`config.mk`:
```
export PLATFORM = sky130hd
export DESIGN_NAME = sffp_sqrt
export DESIGN_NICKNAME = d
export VERILOG_FILES = /design/src/sv/sphere_from_four_points_core_assert.svh /design/src/sv/sffp_pkg.sv /design/src/sv/sffp_sqrt.sv
export SDC_FILE = /design/constraint.sdc
export NUM_CORES = 2
export LEC_CHECK = 0
export ABC_CLOCK_PERIOD_IN_PS = 10400
export CORE_ASPECT_RATIO = 1.2
export CORE_UTILIZATION = 65
export DETAILED_ROUTE_END_ITERATION = 8
export DONT_BUFFER_PORTS = 1
export HOLD_SLACK_MARGIN = 0.1
export MAX_ROUTING_LAYER = met4
export PLACE_DENSITY = 0.9
export SYNTH_ARGS = -nofsm -noshare
export SYNTH_HDL_FRONTEND = slang
export SYNTH_MEMORY_MAX_BITS = 65536
export SYNTH_SLANG_ARGS = --single-unit
```
`constraint.sdc`:
```
create_clock -name i_clk -period 10.4 [get_ports i_clk]
set_input_delay 0.52 -clock i_clk [delete_from_list [all_inputs] [get_ports i_clk]]
set_output_delay 0.52 -clock i_clk [all_outputs]
set_load 0.1 [all_outputs]
```
`src/sv/sphere_from_four_points_core_assert.svh`:
```
// Assertion macros shared by the sphere solver RTL.
`ifndef SPHERE_FROM_FOUR_POINTS_CORE_ASSERT_SVH
`define SPHERE_FROM_FOUR_POINTS_CORE_ASSERT_SVH

// Same-cycle implication, checked outside reset.
`define SFFP_ASSERT_NOW(lbl, clk, rst_n, ante, cons, msg) \
    lbl: assert property (@(posedge clk) disable iff (!rst_n) (ante) |-> (cons)) \
        else $error(msg);

// Next-cycle implication, checked outside reset.
`define SFFP_ASSERT_NEXT(lbl, clk, rst_n, ante, cons, msg) \
    lbl: assert property (@(posedge clk) disable iff (!rst_n) (ante) |=> (cons)) \
        else $error(msg);

`endif

```
`src/sv/sffp_pkg.sv`:
```
// Shared constants, width functions and types of the sphere solver.
package sffp_pkg;

    localparam int COORD_BITS_DEF = 13;
    localparam int FRAC_BITS_DEF  = 4;
    localparam int OUT_W          = 32;
    // Center quotients are clipped at the output width.
    localparam int CQ_BITS        = OUT_W;
    // Radius root needs one bit more than the output to see a rounding carry.
    localparam int RS_BITS        = OUT_W + 1;
    localparam int RQ_BITS        = 2 * RS_BITS;
    // The radius operands leave the front end this many stages after the center ones.
    localparam int FRONT_GAP      = 2;

    localparam logic [OUT_W-1:0] S_MIN = {1'b1, {(OUT_W-1){1'b0}}};
    localparam logic [OUT_W-1:0] S_MAX = {1'b0, {(OUT_W-1){1'b1}}};

    function automatic int w_t(input int cb, input int fb);
        return 4 * cb + 8 + fb;
    endfunction

    function automatic int w_dd(input int cb);
        return 3 * cb + 5;
    endfunction

    function automatic int w_s2(input int cb, input int fb);
        return 2 * (4 * cb + 5) + 2 + 2 * fb;
    endfunction

    function automatic int w_d2(input int cb);
        return 2 * (3 * cb + 3);
    endfunction

    typedef struct packed {
        logic [2:0]                neg;
        logic [2:0]                ovf;
        logic [2:0][CQ_BITS-1:0]   q;
    } t_cres;

    typedef struct packed {
        logic signed [OUT_W-1:0] center_x;
        logic signed [OUT_W-1:0] center_y;
        logic signed [OUT_W-1:0] center_z;
        logic [OUT_W-1:0]        radius;
        logic                    not_sphere;
        logic                    saturated;
    } t_res;

endpackage

```
`src/sv/sffp_sqrt.sv`:
```
// Pipelined integer square root, one result bit per stage.
module sffp_sqrt #(
    parameter int X_W  = sffp_pkg::RQ_BITS,
    parameter int SB_W = 2,
    localparam int S   = (X_W + 1) / 2
) (
    input  logic            i_clk,
    input  logic            i_rst_n,
    input  logic            i_en,
    input  logic            i_vld,
    input  logic [X_W-1:0]  i_x,
    input  logic [SB_W-1:0] i_sb,
    output logic            o_vld,
    output logic [S-1:0]    o_root,
    output logic [SB_W-1:0] o_sb
);

    localparam int XR = X_W + 1;

    logic            r_vld [S];
    logic [XR-1:0]   r_x   [S];
    logic [XR-1:0]   r_res [S];
    logic [SB_W-1:0] r_sb  [S];

    for (genvar j = 0; j < S; j++) begin : g_stg
        logic [XR-1:0]   w_x_in, w_res_in, w_bit, w_t;
        logic [SB_W-1:0] w_sb;
        logic            w_vld, w_ge;

        if (j == 0) begin : g_first
            assign w_x_in   = XR'(i_x);
            assign w_res_in = '0;
            assign w_sb     = i_sb;
            assign w_vld    = i_vld;
        end else begin : g_next
            assign w_x_in   = r_x[j-1];
            assign w_res_in = r_res[j-1];
            assign w_sb     = r_sb[j-1];
            assign w_vld    = r_vld[j-1];
        end

        assign w_bit = XR'(1) << (2 * (S - 1 - j));
        assign w_t   = w_res_in + w_bit;
        assign w_ge  = w_x_in >= w_t;

        always_ff @(posedge i_clk) begin
            if (!i_rst_n) begin
                r_vld[j] <= 1'b0;
            end else if (i_en) begin
                r_vld[j] <= w_vld;
            end
        end

        always_ff @(posedge i_clk) begin
            if (i_en) begin
                r_x[j]   <= w_ge ? w_x_in - w_t : w_x_in;
                r_res[j] <= w_ge ? (w_res_in >> 1) + w_bit : w_res_in >> 1;
                r_sb[j]  <= w_sb;
            end
        end
    end

    assign o_vld  = r_vld[S-1];
    assign o_root = r_res[S-1][S-1:0];
    assign o_sb   = r_sb[S-1];

endmodule

```
==> metrics.csv <==
metric;value;unit
switching_share;30.82;%
finalHoldViolCount;0;
cp-start-kind;primary input;
clock_latency;1.04;ns
synth_seq_cells;2804;
grt_max_degree;334;
dr_total_vias;91730;
worst_hold_path.num_cells;1;
drc;35;
antenna_found_initial;23;
synthArstFlopShare;0;%
critical_path_required;11.02;ns
finalClockSkew;0.1080;ns
cts_tree;built;
rsz0062_at_grt;false;
crit_fanout;276;
syn-num-nets;11290;
r2r-start;r_res[0][589];
cts-root-buf;clkbuf_16;
leakage;55.25;nW
area_delta_synth_final;9.739;%
vias_per_cell;6.684;
ios;108;
failed_checks;DRC, slew limit;
core-area;204900;um2
clock-sinks;2804;
worst_pin_slew;1.791;ns
dp_slack;3.241;ns
detail-route-antenna-nets;0;
synth-edff-count;2803;
grt_pass1_vias;88610;
fp.dieH;499.3;um
timing.setup.tns;0;ns
crit_path_end_kind;flip-flop;
clockBufferDepth;4;
synth_top_flop_cell;edfxtp_1;
synth_area_leaders;edfxtp_1, ha_1, xnor2_1;
hold_end;r_x[0][49];
hold_start;i_x[49];
clkPwrFrac;30.9;%
period_share;60.67;%
maxCapViolations;0;
rows;182;
p_comb_share;21.7;%
ctsResizeCount;0;
drt-total-wl;380.5;mm
switching_power;0.01016;W
ys_top_cells_by_count;edfxtp_1, nor2_1, inv_1;
yosys.area.top_type;edfxtp_1;
die_w;416.4;um
outcome;complete, but fails checks;
ys_types;91;
seq_power_share;47.4;%
drtIter0Drc;12310;
layout_min_cycle_time;6.309;ns
cts-htree-levels;5;
peakVddDrop;0.2063;mV
wl_per_cell;27.73;um
gp_congestion;0.9706;
grt_overflow;0;
dp_hpwl;259.2;mm
cts_made_buffers;290;
rr_endpoint;r_x[0][665];
yosysSeqAreaShare;62.84;%
yosysTopAreaCellShare;62.83;%
slew_viol_final;396;
die_area;207900;um2
port_buffers;0;
nNetsFinal;11490;
slew_headroom;-19.43;%
initial_core_util;65.37;%
r2r_cells;11;
hold_class;primary input to flip-flop;
syn-cell-area;134000;um2
drt_pre_antenna_iters;9;
cts.reportedPaths.clkPinSlew;0.08;ns
syn_inst;10630;
crit_type;primary input to flip-flop;
postCtsSetupBuffers;0;
setup_viol;0;
layout_setup_ws;4.091;ns
regToRegSetupSlack;5.09;ns
yosysMostFrequentCell;edfxtp_1;
arrival;6.93;ns
grtUsageTotal;36.83;%
syn_area_per_cell;12.60;um2
synth_warnings;0;
grt_pass1_wl;553.6;mm
drive_above_1_share;6.002;%
max_freq;0.1585;GHz
p_int;0.02280;W
powerDensity;224.2;nW/um2
layer usage:
metal,track usage [%],part of all wire (%),up-vias
li1,-,-,40430
met1,42.02,35,44020
met4,21.11,7.1,0
met5,-,0,-
met3,6.643,8.6,1608
met2,61.26,49,5670
logic make-up (layout without fill, tap and decap cells):
kind of cell / count (synthesis) / count (layout) / synth area share (%)
AND/OR/NAND/NOR: 3205 / 3205 / 12.45
flip-flops: 2804 / 2804 / 62.84
AO/OA/AOI/OAI: 1974 / 1974 / 9.168
buffers and inverters: 977 / 1377 / 2.745
XOR/XNOR: 947 / 947 / 6.197
adder cells (fa/ha/maj): 590 / 590 / 5.510
multiplexers: 131 / 131 / 1.088
other: 1 / 28 / 0.002799
through the flow:
stage,area (um2),hold WS (ns),std cells,util [%],power [W]
floorplan,134000,0.4003,10630,-,0.02008
global placement,137100,0.4002,13120,66.89,0.02245
detailed placement,137100,0.4045,13120,66.89,0.02260
CTS,146800,0.1026,13690,71.63,0.03271
global route,147000,0.1124,13720,71.73,0.03406
finish,147000,0.1231,13720,71.73,0.03296
power by group through the flow:
stage,Combinational [W],Clock [W],Sequential [W]
2_1_floorplan,0.00499,0,0.0151
3_3_place_gp,0.00671,0,0.0157
3_5_place_dp,0.00682,0,0.0158
4_1_cts,0.00697,0.0102,0.0156
5_1_grt,0.00774,0.0106,0.0157
6_report,0.00714,0.0102,0.0156
critical path: stages:
cell,delay (ns)
buf_16,0.47
buf_16,0.32
buf_16,0.55
buf_16,0.51
buf_16,0.80
buf_16,0.84
buf_16,0.78
buf_16,0.76
layout by cell type (no fill, tap or decap), types with 75 or more instances in the layout:
cell and instances:
xnor2_1 488, a21o_1 241, inv_1 750, nand2_1 568, a21oi_1 738, o21a_1 122, and3_1 83, mux2_2 117
clkbuf_16 298, nor2_1 788, or3_1 120, nand2b_1 83, nand4_1 191, nor4_1 380, ha_1 590, xor2_1 458
nand3_1 207, nor3_1 310, or4_1 95, edfxtp_1 2803, dlygate4sd3_1 75, o21ai_0 369
final cells by class:
cell class,count,area (um2)
clock buffer,347,7641
tap,2668,3338
inverter,753,2826
sequential,2804,84190
multi-input combinational,6848,46180
fill,13060,57930
antenna,27,67.56
clock inverter,147,1294
timing repair buffer,130,1476
flip-flops by register name (all words and copies together) (netlist names):
register  cells
r_res       561
r_x        2144
r_sb         66
r_vld        33
worst max path at each step:
stage                      start           end  slack [ns]  depth (start not counted)
finish                      i_en   r_x[0][197]        4.09                          8
CTS                         i_en   r_x[0][133]        4.28                          6
global placement            i_en    r_x[0][45]        3.50                          6
global route                i_en   r_x[0][198]        3.88                          8
detailed placement          i_en    r_x[0][42]        3.24                          6
floorplan           r_x[0][1886]  r_x[0][1989]        6.11                         12
timing repair:
action | 4_1_cts | 5_1_grt
endpoints found under the hold margin | 167 | 0
endpoints found under the setup margin | 0 | 0
hold buffers | 76 | 0
(Power assumes the default switching activity.)
